### config.mk
export PLATFORM = sky130hd
export DESIGN_NAME = quoted_field_tokenizer
export DESIGN_NICKNAME = d
export VERILOG_FILES = /design/src/sv/qft_pkg.sv /design/src/sv/quoted_field_tokenizer.sv /design/src/sv/qft_sep_match.sv /design/src/sv/qft_core.sv
export SDC_FILE = /design/constraint.sdc
export NUM_CORES = 1
export LEC_CHECK = 0
export ABC_AREA = 0
export BUFFER_PORTS_ARGS = -buffer_cell sky130_fd_sc_hd__buf_2
export CORE_UTILIZATION = 45
export DETAILED_ROUTE_END_ITERATION = 7
export GPL_TIMING_DRIVEN = 0
export PLACE_DENSITY = 0.65
export SETUP_SLACK_MARGIN = 0.15
export SLEW_MARGIN = 20
export SYNTH_ARGS = -nofsm -noshare
export SYNTH_HDL_FRONTEND = slang
export SYNTH_SLANG_ARGS = --single-unit
### constraint.sdc
create_clock -name clk -period 8.2 [get_ports clk]
set_input_delay 1.23 -clock clk [delete_from_list [all_inputs] [get_ports clk]]
set_output_delay 1.23 -clock clk [all_outputs]
set_load 0.02 [all_outputs]
### src/sv/qft_pkg.sv
// qft_pkg: shared types and constants for the quoted field tokenizer
// no dependencies; imported by every module of the block
`default_nettype none

package qft_pkg;

  // configuration register indexes
  localparam logic [1:0] CFG_SEP_CHARS  = 2'd0;
  localparam logic [1:0] CFG_SEP_COUNT  = 2'd1;
  localparam logic [1:0] CFG_MAX_TOKENS = 2'd2;

  // configuration reset values
  localparam logic [63:0] SEP_CHARS_RST  = 64'h20;
  localparam logic [3:0]  SEP_COUNT_RST  = 4'd1;
  localparam logic [7:0]  MAX_TOKENS_RST = 8'd255;

  // double quote character
  localparam logic [7:0] QUOTE_CH = 8'h22;

  // one input character
  typedef struct packed {
    logic [7:0] ch;
    logic       last;
  } in_item_t;

  // one result
  typedef struct packed {
    logic        has_token;
    logic [7:0]  token_number;
    logic [9:0]  start_pos;
    logic [10:0] token_length;
    logic        quoted;
    logic        mismatched_quote;
    logic        done_res;
    logic [7:0]  token_count;
    logic        too_long;
  } out_item_t;

  // scanner step outcome handed to the top level
  typedef struct packed {
    logic      emit;
    out_item_t item;
  } qft_step_t;

endpackage

`default_nettype wire

### src/sv/quoted_field_tokenizer.sv
// quoted_field_tokenizer: an accepted request goes through the input register, then the result register, to out_valid
// throughput 1 character per cycle; the input register feeds the scan step
// and the result register in the next cycle, so only out_ready backpressure
// on a character that produces a result stalls the input
// reset: synchronous active low, configuration back to space / 1 slot / 255,
// scan state cleared at once, no clearing pass
`default_nettype none

module quoted_field_tokenizer
  import qft_pkg::*;
#(
  parameter int MAX_LEN   = 1024,
  parameter int SEP_SLOTS = 8
) (
  input  wire logic        clk,
  input  wire logic        rst_n,
  input  wire logic        in_valid,
  output logic             in_ready,
  input  wire in_item_t    in_data,
  output logic             out_valid,
  input  wire logic        out_ready,
  output out_item_t        out_data,
  input  wire logic        cfg_we,
  input  wire logic [1:0]  cfg_index,
  input  wire logic [63:0] cfg_wdata
);

  logic [63:0] sep_chars_r;
  logic [3:0]  sep_count_r;
  logic [7:0]  max_tokens_r;

  logic        s1_valid_r;
  in_item_t    s1_data_r;
  logic        out_valid_r;
  out_item_t   out_data_r;

  logic        is_sep;
  qft_step_t   step_res;
  logic        out_free;
  logic        s1_adv;

  // configuration registers
  always_ff @(posedge clk) begin
    if (!rst_n) begin
      sep_chars_r  <= SEP_CHARS_RST;
      sep_count_r  <= SEP_COUNT_RST;
      max_tokens_r <= MAX_TOKENS_RST;
    end else if (cfg_we) begin
      unique case (cfg_index)
        CFG_SEP_CHARS:  sep_chars_r  <= cfg_wdata;
        CFG_SEP_COUNT:  sep_count_r  <= cfg_wdata[3:0];
        CFG_MAX_TOKENS: max_tokens_r <= cfg_wdata[7:0];
        default: ;
      endcase
    end
  end

  // separator compare on the registered character
  qft_sep_match #(
    .SEP_SLOTS (SEP_SLOTS)
  ) u_sep (
    .sep_chars (sep_chars_r),
    .sep_count (sep_count_r),
    .ch        (s1_data_r.ch),
    .is_sep    (is_sep)
  );

  // scan step
  qft_core #(
    .MAX_LEN (MAX_LEN)
  ) u_core (
    .clk        (clk),
    .rst_n      (rst_n),
    .step       (s1_adv),
    .item       (s1_data_r),
    .is_sep     (is_sep),
    .max_tokens (max_tokens_r),
    .res        (step_res)
  );

  // flow control: a character without a result never waits on the output
  assign out_free = !out_valid_r || out_ready;
  assign s1_adv   = s1_valid_r && (!step_res.emit || out_free);
  assign in_ready = !s1_valid_r || s1_adv;

  // input register
  always_ff @(posedge clk) begin
    if (!rst_n) begin
      s1_valid_r <= 1'b0;
    end else if (in_valid && in_ready) begin
      s1_valid_r <= 1'b1;
    end else if (s1_adv) begin
      s1_valid_r <= 1'b0;
    end
  end

  always_ff @(posedge clk) begin
    if (in_valid && in_ready) begin
      s1_data_r <= in_data;
    end
  end

  // result register
  always_ff @(posedge clk) begin
    if (!rst_n) begin
      out_valid_r <= 1'b0;
    end else if (s1_adv && step_res.emit) begin
      out_valid_r <= 1'b1;
    end else if (out_ready) begin
      out_valid_r <= 1'b0;
    end
  end

  always_ff @(posedge clk) begin
    if (s1_adv && step_res.emit) begin
      out_data_r <= step_res.item;
    end
  end

  assign out_valid = out_valid_r;
  assign out_data  = out_data_r;

  // a result without a token only closes a string
  a_empty_is_done: assert property (@(posedge clk) disable iff (!rst_n)
    (out_valid_r && !out_data_r.has_token) |-> out_data_r.done_res)
    else $error("tokenless result not marked done");

  // an unclosed quote is reported only at the end and only as quoted
  a_mismatch_done: assert property (@(posedge clk) disable iff (!rst_n)
    (out_valid_r && out_data_r.mismatched_quote) |->
      (out_data_r.done_res && out_data_r.quoted && out_data_r.has_token))
    else $error("mismatched quote outside final result");

  // a counted token's index is below the running count
  a_number_below_count: assert property (@(posedge clk) disable iff (!rst_n)
    (out_valid_r && out_data_r.has_token && !out_data_r.mismatched_quote) |->
      (out_data_r.token_number < out_data_r.token_count))
    else $error("token number not below token count");

  // the input stalls only behind a held character
  a_stall_reason: assert property (@(posedge clk) disable iff (!rst_n)
    !in_ready |-> (s1_valid_r && out_valid_r && !out_ready))
    else $error("input stalled without a blocked result");

endmodule

`default_nettype wire

### src/sv/qft_sep_match.sv
// qft_sep_match: compares one character against the configured separator slots
// depends on qft_pkg (nothing used beyond the import convention)
`default_nettype none

module qft_sep_match
  import qft_pkg::*;
#(
  parameter int SEP_SLOTS = 8
) (
  input  wire logic [63:0] sep_chars,
  input  wire logic [3:0]  sep_count,
  input  wire logic [7:0]  ch,
  output logic             is_sep
);

  // one comparator per slot, slots above the count are masked off
  always_comb begin
    is_sep = 1'b0;
    for (int k = 0; k < SEP_SLOTS; k++) begin
      if ((4'(k) < sep_count) && (sep_chars[8*k +: 8] == ch)) begin
        is_sep = 1'b1;
      end
    end
  end

endmodule

`default_nettype wire

### src/sv/qft_core.sv
// qft_core: per-string scan state and the single-step token decision
// depends on qft_pkg for item types and the quote constant
`default_nettype none

module qft_core
  import qft_pkg::*;
#(
  parameter int MAX_LEN = 1024
) (
  input  wire logic       clk,
  input  wire logic       rst_n,
  input  wire logic       step,
  input  wire in_item_t   item,
  input  wire logic       is_sep,
  input  wire logic [7:0] max_tokens,
  output qft_step_t       res
);

  localparam int PW = $clog2(MAX_LEN + 1);
  localparam logic [PW-1:0] LEN_LIM  = PW'(MAX_LEN);
  localparam logic [PW-1:0] LAST_POS = PW'(MAX_LEN - 1);

  typedef enum logic [1:0] {
    MODE_BETWEEN = 2'd0,
    MODE_PLAIN   = 2'd1,
    MODE_QUOTED  = 2'd2
  } mode_t;

  mode_t         mode_r, mode_nxt;
  logic [PW-1:0] pos_cnt_r, pos_cnt_nxt;
  logic [PW-1:0] start_r, start_nxt;
  logic [7:0]    found_r, found_nxt;
  logic          over_r, over_nxt;

  logic          at_limit;
  logic [PW-1:0] pos;
  logic [PW-1:0] pos_inc;
  logic [PW-1:0] tok_end;
  logic [PW-1:0] tok_len;
  logic          active;
  logic          is_quote;
  logic          has;
  logic          quo;
  logic          mis;

  // position counting with saturation at the length limit
  always_comb begin
    at_limit    = (pos_cnt_r >= LEN_LIM);
    pos         = at_limit ? LAST_POS : pos_cnt_r;
    pos_cnt_nxt = at_limit ? pos_cnt_r : pos_cnt_r + PW'(1);
    over_nxt    = over_r | at_limit;
    pos_inc     = pos + PW'(1);
  end

  // token decision for the current character
  always_comb begin
    active    = (found_r < max_tokens);
    is_quote  = (item.ch == QUOTE_CH);
    has       = 1'b0;
    quo       = 1'b0;
    mis       = 1'b0;
    tok_end   = '0;
    start_nxt = start_r;
    mode_nxt  = mode_r;
    found_nxt = found_r;
    tok_len   = '0;
    if (active) begin
      unique case (mode_r)
        MODE_PLAIN: begin
          if (is_sep) begin
            has     = 1'b1;
            tok_end = pos;
          end else if (item.last) begin
            has     = 1'b1;
            tok_end = pos_inc;
          end
        end
        MODE_QUOTED: begin
          if (is_quote) begin
            has     = 1'b1;
            quo     = 1'b1;
            tok_end = pos;
          end else if (item.last) begin
            has     = 1'b1;
            quo     = 1'b1;
            mis     = 1'b1;
            tok_end = pos_inc;
          end
        end
        default: begin
          if (!is_sep) begin
            if (is_quote) begin
              // content starts after the quote, clamped to the last position
              start_nxt = (pos == LAST_POS) ? LAST_POS : pos_inc;
              mode_nxt  = MODE_QUOTED;
              if (item.last) begin
                has     = 1'b1;
                quo     = 1'b1;
                mis     = 1'b1;
                tok_end = start_nxt;
              end
            end else begin
              start_nxt = pos;
              mode_nxt  = MODE_PLAIN;
              if (item.last) begin
                has     = 1'b1;
                tok_end = pos_inc;
              end
            end
          end
        end
      endcase
      if (has) begin
        tok_len   = (tok_end > start_nxt) ? tok_end - start_nxt : '0;
        found_nxt = mis ? found_r : found_r + 8'd1;
        mode_nxt  = MODE_BETWEEN;
      end
    end
  end

  // result fields
  always_comb begin
    res.emit                  = has | item.last;
    res.item.has_token        = has;
    res.item.token_number     = has ? found_r : 8'd0;
    res.item.start_pos        = has ? 10'(start_nxt) : 10'd0;
    res.item.token_length     = 11'(tok_len);
    res.item.quoted           = quo;
    res.item.mismatched_quote = mis;
    res.item.done_res         = item.last;
    res.item.token_count      = found_nxt;
    res.item.too_long         = over_nxt;
  end

  // scan state, cleared at the end of each string
  always_ff @(posedge clk) begin
    if (!rst_n) begin
      mode_r    <= MODE_BETWEEN;
      pos_cnt_r <= '0;
      start_r   <= '0;
      found_r   <= '0;
      over_r    <= 1'b0;
    end else if (step) begin
      if (item.last) begin
        mode_r    <= MODE_BETWEEN;
        pos_cnt_r <= '0;
        start_r   <= '0;
        found_r   <= '0;
        over_r    <= 1'b0;
      end else begin
        mode_r    <= mode_nxt;
        pos_cnt_r <= pos_cnt_nxt;
        start_r   <= start_nxt;
        found_r   <= found_nxt;
        over_r    <= over_nxt;
      end
    end
  end

  // a counted token never leaves the scanner in a token mode
  a_mode_after_token: assert property (@(posedge clk) disable iff (!rst_n)
    (step && has) |=> (mode_r == MODE_BETWEEN))
    else $error("scan mode not cleared after a token");

  // end of string returns all state to reset
  a_clear_on_last: assert property (@(posedge clk) disable iff (!rst_n)
    (step && item.last) |=> (pos_cnt_r == '0 && found_r == 8'd0 && !over_r))
    else $error("string state not cleared after final character");

  // the token count never passes the configured limit
  a_found_limit: assert property (@(posedge clk) disable iff (!rst_n)
    (step && found_nxt != found_r) |-> (found_r < max_tokens))
    else $error("token counted beyond max_tokens");

endmodule

`default_nettype wire
# ---- After elaboration in Yosys (flattened, before gate mapping)
# Index checks and enable logic that the tools add are counted.
# W data, S select, Z words.
dict set report word_totals {
  register_bits 162
  out_inout_bits 44
  inputBits 80
  wordCells 139
}
dict set report op_classes {
  n_eq_ne 17
  bitwise 2
  mux 54
  magnitude_cmp 11
  add_sub_neg 4
  n_reduce_logical 29
}
# cell count
set op_table {}
lappend op_table {{$mux W11} 17}
lappend op_table {{$eq A8 B8 Y1} 8}
lappend op_table {{$mux W8} 4}
lappend op_table {{$mux W1} 23}
lappend op_table {{$add A11 B1 Y11 const B} 2}
lappend op_table {{$pmux W11 S2} 1}
lappend op_table {{$lt A3 B4 Y1 const A} 4}
lappend op_table {{$mux W2} 6}
lappend op_table {{$eq A11 B10 Y1 const B} 1}
lappend op_table {{$ge A11 B11 Y1 const B} 1}
lappend op_table {{$gt A11 B11 Y1} 1}
lappend op_table {{$logic_and A1 B1 Y1} 11}
lappend op_table {{$sub A11 B11 Y11} 1}
lappend op_table {{$reduce_and A2 Y1} 5}
lappend op_table {{$add A8 B1 Y8 const B} 1}
lappend op_table {{$eq A8 B6 Y1 const B} 1}
lappend op_table {{$lt A1 B4 Y1 const A} 2}
lappend op_table {{$lt A2 B4 Y1 const A} 2}
lappend op_table {{$lt A8 B8 Y1} 1}
lappend op_table {{$pmux W1 S2} 3}
lappend op_table {{$reduce_bool A2 Y1} 3}
lappend op_table {{$eq A2 B1 Y1 const B} 2}
lappend op_table {{$eq A2 B2 Y1 const B} 2}
lappend op_table {{$reduce_and A4 Y1} 1}
lappend op_table {{other kinds (9)} 14}

# ---- Longest topological paths before layout
# Gate-level depths: netlist of run 1.
dict set report logic_depth {
  word_depth 21
  ltp_mapped 26
  mapped_depth_nobuf 23
}

# ---- Modules after synthesis
# Synthesis of run 1 repeated with hierarchy kept, for this count alone.
dict set report hier_totals {
  hier_cells 1003
  area_unflattened_um2 9206.3
}
# mod instances area_per_inst_um2 cells_per_inst seq_area_each_um2
set modules_own_cells {}
lappend modules_own_cells {quoted_field_tokenizer 1 4779.6 393 3093.0}
lappend modules_own_cells {qft_core 1 3569.7 506 660.6}
lappend modules_own_cells {qft_sep_match 1 857.1 104 0.0}

# ---- Worst setup path after synthesis of run 1
# Ideal clock, no wire load.
dict set report synth_timing {
  kind {register -> register}
  from {register u_core.pos_cnt_r[10]}
  to {register out_data_r (netlist bit out_data[14]) (data pin)}
  t_arrival_ns 4.860
  path_slack_ns 3.072
  setup_ns 0.268
  path_stages_with_launch 26
  synth_period_minus_slack_ns 5.128
  t_required_ns 7.932
  n_path_buf 3
  path_cell_list {dfxtp_1 > clkbuf_1 > clkbuf_1 > nor2_1 > inv_1 > ha_1 > nand2_1 > nor2_1 > o21ai_1 > or2_2 > nor2_1 > nand3_1 > nand2_1 > a31o_2 > ha_1 > nor2b_1 > o21ai_0 > a21oi_1 > o21ai_0 > a21boi_0 > o211ai_1 > a21oi_1 > o41ai_1 > or3_1 > clkbuf_1 > nor3_1}
}
dict set report synth_via {
  elab_chain_len 11
  elab_cells_between_ends 20
  cone_classes {add/sub (2); order compare (2); eq/ne (1); mux (14); reduce/logical (1)}
}
# item line
set synth_rtl {}
lappend synth_rtl {{start: declaration} qft_core.sv:30} ;# logic [PW-1:0] pos_cnt_r, pos_cnt_nxt;
lappend synth_rtl {{start signal: assignment} qft_core.sv:152} ;# pos_cnt_r <= pos_cnt_nxt;
lappend synth_rtl {{$ge A11 B11 Y1} qft_core.sv:48} ;# at_limit = (pos_cnt_r >= LEN_LIM);
lappend synth_rtl {{$mux W11 *} qft_core.sv:49} ;# pos = at_limit ? LAST_POS : pos_cnt_r;
lappend synth_rtl {{$add A11 B1 Y11 / $eq A11 B10 Y1 (equally long branches)} {qft_core.sv:52, qft_core.sv:94}}
lappend synth_rtl {{$mux W11} qft_core.sv:94} ;# start_nxt = (pos == LAST_POS) ? LAST_POS : pos_inc;
lappend synth_rtl {{$mux W11} qft_core.sv:96} ;# if (item.last) begin
lappend synth_rtl {{$mux W11} qft_core.sv:92} ;# if (is_quote) begin
lappend synth_rtl {{$mux W11} qft_core.sv:91} ;# if (!is_sep) begin
lappend synth_rtl {{$pmux W11 S2} qft_core.sv:68} ;# unique case (mode_r)
lappend synth_rtl {{$mux W11} qft_core.sv:67} ;# if (active) begin
lappend synth_rtl {{$gt A11 B11 Y1} qft_core.sv:114} ;# tok_len = (tok_end > start_nxt) ? tok_end - start_nxt : '0;
lappend synth_rtl {{$reduce_and A3 Y1 (no line)} n/a}
lappend synth_rtl {{end signal: assignment} quoted_field_tokenizer.sv:116} ;# out_data_r <= step_res.item;
lappend synth_rtl {{end: declaration} quoted_field_tokenizer.sv:35} ;# out_item_t out_data_r;
# Every way passes the cells marked *; elsewhere a longest branch is shown, timed or not. The select of a mux whose other input is x is not followed.
# A chain may end at the register's enable or synchronous reset.

# ---- Final worst setup path of run 1
dict set report layout_timing {
  from {register u_core.pos_cnt_r[10]}
  to {register out_data_r (netlist bit out_data[19]) (data pin)}
}
# The elaborated chain is that of the path after synthesis.

==> metrics.csv, run 1 <==
stage;metric;value;unit
sta;final setup TNS;0;ps
critical_path;crit path kind;flop to flop;
synthesis;Seq/Total Area, Yosys;42.8;%
floorplanning;die area;20100;µm²
sta;Setup violations, final;0;
clocking;Clock Path Buffers;2;
sta;slew margin rel.;42.0;%
clocking;CTS Buf Count;17;
finish;ANT cells;0;
clocking;# hold bufs at CTS;0;
drt;initial detailed-routing violation count;519;
placement;hpwl dp;16.5;mm
sta;Worst Skew;11.9;ps
drt;detailed-route DRC error count;0;
clocking;Max H-tree Level;4;
drt;First-pass DRT Iterations;5;
hold_path;min-delay worst type;flop to flop;
clocking;Worst-path clk slew;70;ps
sta;hold slack;459;ps
drt;post-route ant nets;0;
synthesis;Most used DFF post-synth;dfxtp_1;
floorplanning;core area;18900;µm²
critical_path;CP dominant cell by count;nor2_1;
critical_path;Crit path max-delay family;simple AND/OR/NAND/NOR gates;
clocking;CTS tree;yes;
critical_path;WP data arrival;6840;ps
clocking;setup repair bufs after CTS;0;
finish;Register Area;3750;µm²
synthesis;asr flop ratio synth;0;%
floorplanning;IO Pins;124;
drt;routed vias/inst;5.25;
clocking;Clk Latency, worst-skew pair;440;ps
synthesis;Cell Area, Synth;8770;µm²
sta;Slew Viols, Final;0;
outcome;status;finished, final reports clean;
synthesis;mean post-synth cell area;8.65;µm²
clocking;CTS sink cnt;162;
floorplanning;Die Height;142;µm
placement;final RePlAce weighted congestion;0.886;
placement;IO buf count;123;
clocking;post-CTS sizing;0;
power_and_ir_drop;Pleak;4.11;nW
grt;grt met2 use;37.7;%
critical_path;Critical Path Source Type;flop;
sta;RSZ-0062 raised after global routing;no;
grt;initial antenna violation count;0;
floorplanning;chip width;142;µm
grt;most used routing layer;met2;
synthesis;Post-synth EDFFs;51;
grt;GRT Total Usage;23.6;%
grt;global-route wire length before repair;36.8;mm
critical_path;master of the slowest instance on the critical path;nor2_1;
finish;synthesis-to-layout area growth;18.2;%
grt;GR Util met3;4.22;%
sta;period utilization;81.4;%
critical_path;Worst Path Buf+Inv;4;
drt;DRT Wirelength;22.7;mm
sta;minimum clock period;6670;ps
power_and_ir_drop;VDD IR-drop max;155;µV
critical_path;CP required;8370;ps
finish;share of layout cells above drive strength 1;16.2;%
sta;Final Hold Vio Count;0;
sta;maximum operating frequency;150;MHz
grt;GRT overflow;0;
critical_path;Max stage delay on crit path;590;ps
synthesis;cell count after synthesis;1014;
drt;total vias in the final route;7513;
clocking;CTS root buffer;clkbuf_16;
grt;vias in the first global route;7132;
power_and_ir_drop;total power;0.00189;W
floorplanning;Std-Cell Rows;50;
critical_path;CP max FO;10;
critical_path;Setup crit end kind;flop;
floorplanning;Initial Util;46.4;%
finish;Final Net Count;1262;
grt;largest net degree at the start of global routing;31;
synthesis;Synth Net Count;1119;
finish;number of fill cells;1803;
grt;met1 GRT Util;32.4;%
synthesis;Ys Warns;0;
synthesis;post-synth cell types;70;
sta;Tightest Pin Transition;867;ps
finish;area of the multi-input gates;4580;µm²
power_and_ir_drop;Pwr Density;182;nW/µm²
synthesis;Yosys reg bits;162;
drt;drt wl/cell;15.9;µm
run;max_cap viols;0;
-- worst reg2reg max path, stage by stage (launching register included) --
cell and delay, ps:
dfxtp_1 430, clkbuf_1 350, clkbuf_1 340, nor2_1 210
inv_1 140, ha_1 270, nand2_1 140, nor2_1 160
o21ai_1 150, or2_2 350, nor2_1 590, nand3_1 480
nand2_1 180, a31o_2 210, ha_1 250, nor2b_1 130
o21ai_0 180, a21oi_1 120, o21ai_0 220, a21boi_0 190
o211ai_1 220, a21oi_1 120, o41ai_1 370, or3_1 170
clkbuf_1 320, nor2_1 110
-- cell families (layout without fill, tap and decap cells) --
kind of cell	after synthesis	in the layout	share of synthesized area, %
simple gates	386	386	19.8
compound gates	246	246	19.1
flops	162	162	42.8
buf+inv	100	256	5.06
xor+xnor	84	84	8.39
fa+ha+maj	25	25	3.65
mux	11	11	1.27
-- worst paths after layout --
kind,start,to,cells past startpoint,slack [ps]
max,u_core.pos_cnt_r[10],out_data[19],25,1530
min reg2reg,u_core.start_r[7],u_core.start_r[7],2,460
min,u_core.start_r[7],u_core.start_r[7],2,460
max reg2reg,u_core.pos_cnt_r[10],out_data[19],25,1530
-- state kept, by name, summed over array words and instances (netlist names) --
signal	flops
max_tokens_r	8
out_data	42
out_valid	1
s1_data_r	9
s1_valid_r	1
sep_chars_r	64
sep_count_r	4
u_core.found_r	8
u_core.mode_r	2
u_core.over_r	1
u_core.pos_cnt_r	11
u_core.start_r	11
-- synthesized netlist by cell type (4+ instances only) --
cell | count | area (µm²)
and2_1 | 13 | 81.3
or2_2 | 5 | 31.3
a21o_1 | 4 | 30.0
mux2i_1 | 10 | 100
xnor2_1 | 31 | 272
edfxtp_1 | 51 | 1530
inv_1 | 33 | 124
nand2b_1 | 7 | 43.8
nor2_1 | 68 | 255
o21ai_1 | 4 | 20.0
nor3_1 | 15 | 75.1
xor2_1 | 53 | 464
ha_1 | 24 | 300
nand3_1 | 27 | 135
a221o_1 | 4 | 40.0
a31oi_1 | 5 | 31.3
a21oi_1 | 38 | 190
buf_1 | 8 | 30.0
nor4_1 | 11 | 68.8
clkbuf_1 | 44 | 165
nand2_1 | 197 | 739
a31o_2 | 4 | 35.0
dfxtp_1 | 111 | 2220
a211oi_1 | 5 | 37.5
buf_6 | 5 | 56.3
a21boi_1 | 10 | 75.1
o21ai_0 | 48 | 240
a21boi_0 | 67 | 503
o22ai_1 | 11 | 68.8
nor2b_1 | 11 | 68.8
o211ai_1 | 13 | 97.6
buf_4 | 8 | 60.1
nand4_1 | 11 | 68.8
-- metal layers --
metal	wire length, µm	vias up
li1	-	3803
met5	0	-
met1	11100	3459
met4	262	0
met3	1130	19
met2	10200	232
-- final cells by class --
class                      count  area share [%]
timing repair buffer         124            6.13
clock inverter                12            1.21
buffer                        66            3.05
tap                          260            3.14
inverter                      34            1.23
sequential                   162            36.2
clock buffer                  20            4.83
multi-input combinational    752            44.2
-- layout by cell type (no fill, tap or decap), types with 27 or more instances in the layout --
cell type / netlist / routed
inv_1: 33 / 33
nand3_1: 27 / 27
dfxtp_1: 111 / 111
nor2_1: 68 / 67
clkbuf_1: 44 / 44
xnor2_1: 31 / 31
edfxtp_1: 51 / 51
o21ai_0: 48 / 48
a21oi_1: 38 / 38
a21boi_0: 67 / 67
buf_2: 1 / 124
nand2_1: 197 / 197
xor2_1: 53 / 53
-- power breakdown --
part | switching [W] | internal [W]
combinational | 0.000112 | 0.0000734
sequential | 0.0000121 | 0.000849
clock | 0.000357 | 0.000482
total | 0.000481 | 0.00140
-- metrics by stage --
stage / utilization (%) / worst slack, ps / cell area (µm²) / instances
2_1_floorplan: - / 3070 / 8770 / 1014
6_report: 54.9 / 1530 / 10400 / 1430
3_3_place_gp: 51.4 / 1600 / 9710 / 1397
3_5_place_dp: 51.5 / 1630 / 9740 / 1398
4_1_cts: 54.9 / 1620 / 10400 / 1430
5_1_grt: 54.9 / 934 / 10400 / 1430
Note: power is estimated with default switching activity, not from simulation.
==> inputs of run 2 (changes only) <==
Clock period 8.2 ns to 6.5 ns, I/O delays scaled along.
==> run 2 against run 1 <==
  * Maximum frequency grew 16%
  * Highest routed layer unchanged
  * Sequential share of layout area is 0.057 points lower
  * Register-to-register slack got worse by 780 ps
  * Sequential cell count did not move
  * First-iteration DRC count is 0.39% higher
  * Die area stayed put
  * Count of clock-buffer cells in the layout unchanged
  * Clock skew fell by 1.4 ps
  * Critical path depth did not move
  * Via count increased by 0.20%
==> metrics.csv, run 2 (same netlist as run 1, synthesis figures left out) <==
stage;metric;value;unit
critical_path;R2R depth;25;
outcome;status;finished, final reports clean;
sta;Tightest Pin Transition;822;ps
clocking;CTS tree;yes;
power_and_ir_drop;Net Switching;0.000607;W
grt;initial antenna violation count;0;
clocking;Clock Path Buffers;2;
critical_path;CP required;6770;ps
power_and_ir_drop;logic gate share of total power;9.8;%
power_and_ir_drop;Sw Share;25.5;%
clocking;Clk Latency, worst-skew pair;440;ps
floorplanning;die area;20100;µm²
hold_path;hold path cells;2;
clocking;CTS root buffer;clkbuf_16;
grt;largest net degree at the start of global routing;31;
floorplanning;Std-Cell Rows;50;
critical_path;WP data arrival;6020;ps
sta;hold slack;459;ps
finish;number of fill cells;1799;
drt;detailed-route DRC error count;0;
power_and_ir_drop;internal power;0.00177;W
grt;vias in the first global route;7132;
grt;global-route wire length before repair;36.8;mm
finish;Top reg by flops;sep_chars_r;
finish;synthesis-to-layout area growth;18.4;%
finish;commonest non-fill, non-tap cells in the layout;nand2_1, buf_2, dfxtp_1;
drt;initial detailed-routing violation count;521;
drt;post-route ant nets;0;
power_and_ir_drop;Pleak;4.12;nW
critical_path;CP max FO;10;
clocking;Max H-tree Level;4;
clocking;CTS sink cnt;162;
clocking;setup repair bufs after CTS;0;
placement;final RePlAce weighted congestion;0.886;
sta;maximum operating frequency;174;MHz
clocking;# hold bufs at CTS;0;
hold_path;min-delay worst type;flop to flop;
finish;Cell Count, Final, Fillers Out;1430;
placement;Cell Area, Placed;9740;µm²
power_and_ir_drop;total power;0.00238;W
sta;slew margin rel.;44.8;%
grt;GRT overflow;0;
finish;share of layout cells above drive strength 1;16.7;%
floorplanning;core area;18900;µm²
power_and_ir_drop;clock network power share;44.5;%
power_and_ir_drop;Pwr Density;229;nW/µm²
drt;First-pass DRT Iterations;5;
finish;ANT cells;0;
finish;post-route cell area;10400;µm²
power_and_ir_drop;VDD IR-drop max;195;µV
placement;IO buf count;123;
drt;routed vias/inst;5.26;
drt;total vias in the final route;7528;
critical_path;crit path kind;flop to flop;
placement;hpwl dp;16.5;mm
sta;period utilization;88.5;%
floorplanning;chip width;142;µm
floorplanning;Initial Util;46.4;%
drt;DRT Wirelength;22.6;mm
sta;Worst Skew;10.5;ps
finish;commonest non-fill, non-tap cell in the layout;nand2_1;
power_and_ir_drop;sequential share of power;45.6;%
clocking;Worst-path clk slew;70;ps
critical_path;Critical Path Source Type;flop;
floorplanning;IO Pins;124;
floorplanning;Die Height;142;µm
sta;minimum clock period;5750;ps
critical_path;Setup crit end kind;flop;
finish;max reg flops;64;
run;max_cap viols;0;
placement;DP Cell Count;1398;
drt;drt wl/cell;15.8;µm
sta;Setup violations, final;0;
sta;Final Hold Vio Count;0;
clocking;CTS Buf Count;17;
sta;Slew Viols, Final;0;
grt;GRT Total Usage;23.6;%
finish;final core occ;54.9;%
finish;Final Net Count;1262;
sta;RSZ-0062 raised after global routing;no;
-- run 2: cell counts in the layout (fill, tap and decap cells not counted) --
Identical to the previous run, type by type.
-- run 2: metal layers --
layer / vias up / wire [µm] / global-route usage, %
li1: 3806 / - / -
met1: 3466 / 11100 / 32.4
met2: 238 / 10200 / 37.7
met3: 18 / 1130 / 4.22
met4: 0 / 224 / 7.19
met5: - / 0 / 0
-- run 2: what timing repair did --
action / 4_1_cts / 5_1_grt
endpoints found under the setup margin: 10 / 10
gates resized for setup: 2 / 7
gates cloned: 0 / 0
-- run 2: power by group through the flow --
stage	clock (W)	combinational, W	sequential, W
after floorplan	0	0.000143	0.00112
after global placement	0	0.000230	0.00111
after detailed placement	0	0.000233	0.00111
after CTS	0.00107	0.000235	0.00109
after global routing	0.00112	0.000260	0.00109
final	0.00106	0.000234	0.00109
-- run 2: path summary, 6_finish.rpt --
check | start | end | slack (ps)
worst max-delay path | u_core.pos_cnt_r[10] | out_data[14] | 750
worst min register to register | u_core.start_r[7] | u_core.start_r[7] | 460
worst min-delay path | u_core.start_r[7] | u_core.start_r[7] | 460
worst max register to register | u_core.pos_cnt_r[10] | out_data[14] | 750
-- run 2: critical path, cell delays in order, from the launching register on --
cell	delay [ps]
dfxtp_1	430
clkbuf_2	250
clkbuf_2	230
nor2_1	160
inv_1	130
ha_1	270
nand2_1	150
nor2_1	160
o21ai_1	150
or2_2	370
nor2_4	260
nor3_1	80
a311oi_1	380
a21oi_1	160
ha_1	330
nor2b_1	120
o21ai_0	90
a21oi_1	200
o21ai_0	130
a21boi_0	340
o211ai_1	140
a21oi_1	200
o41ai_1	110
or3_1	350
clkbuf_2	190
nor3_1	200
-- run 2: cell type report --
type                            instances  area (µm²)  share of cell area (%)
Timing Repair Buffer                  124         636                    6.12
Inverter                               34         128                    1.23
Sequential cell                       162        3750                    36.2
Clock inverter                         12         125                    1.21
Buffer                                 66         320                    3.09
Clock buffer                           20         500                    4.82
Multi-Input combinational cell        752        4590                    44.2
Tap cell                              260         325                    3.13
-- run 2: metrics by stage --
step | setup WS (ps) | setup TNS [ps]
6_report | 748 | 0
5_1_grt | 311 | 0
4_1_cts | 238 | 0
3_5_place_dp | -67.4 | -444
3_3_place_gp | -104 | -915
2_1_floorplan | 1370 | 0
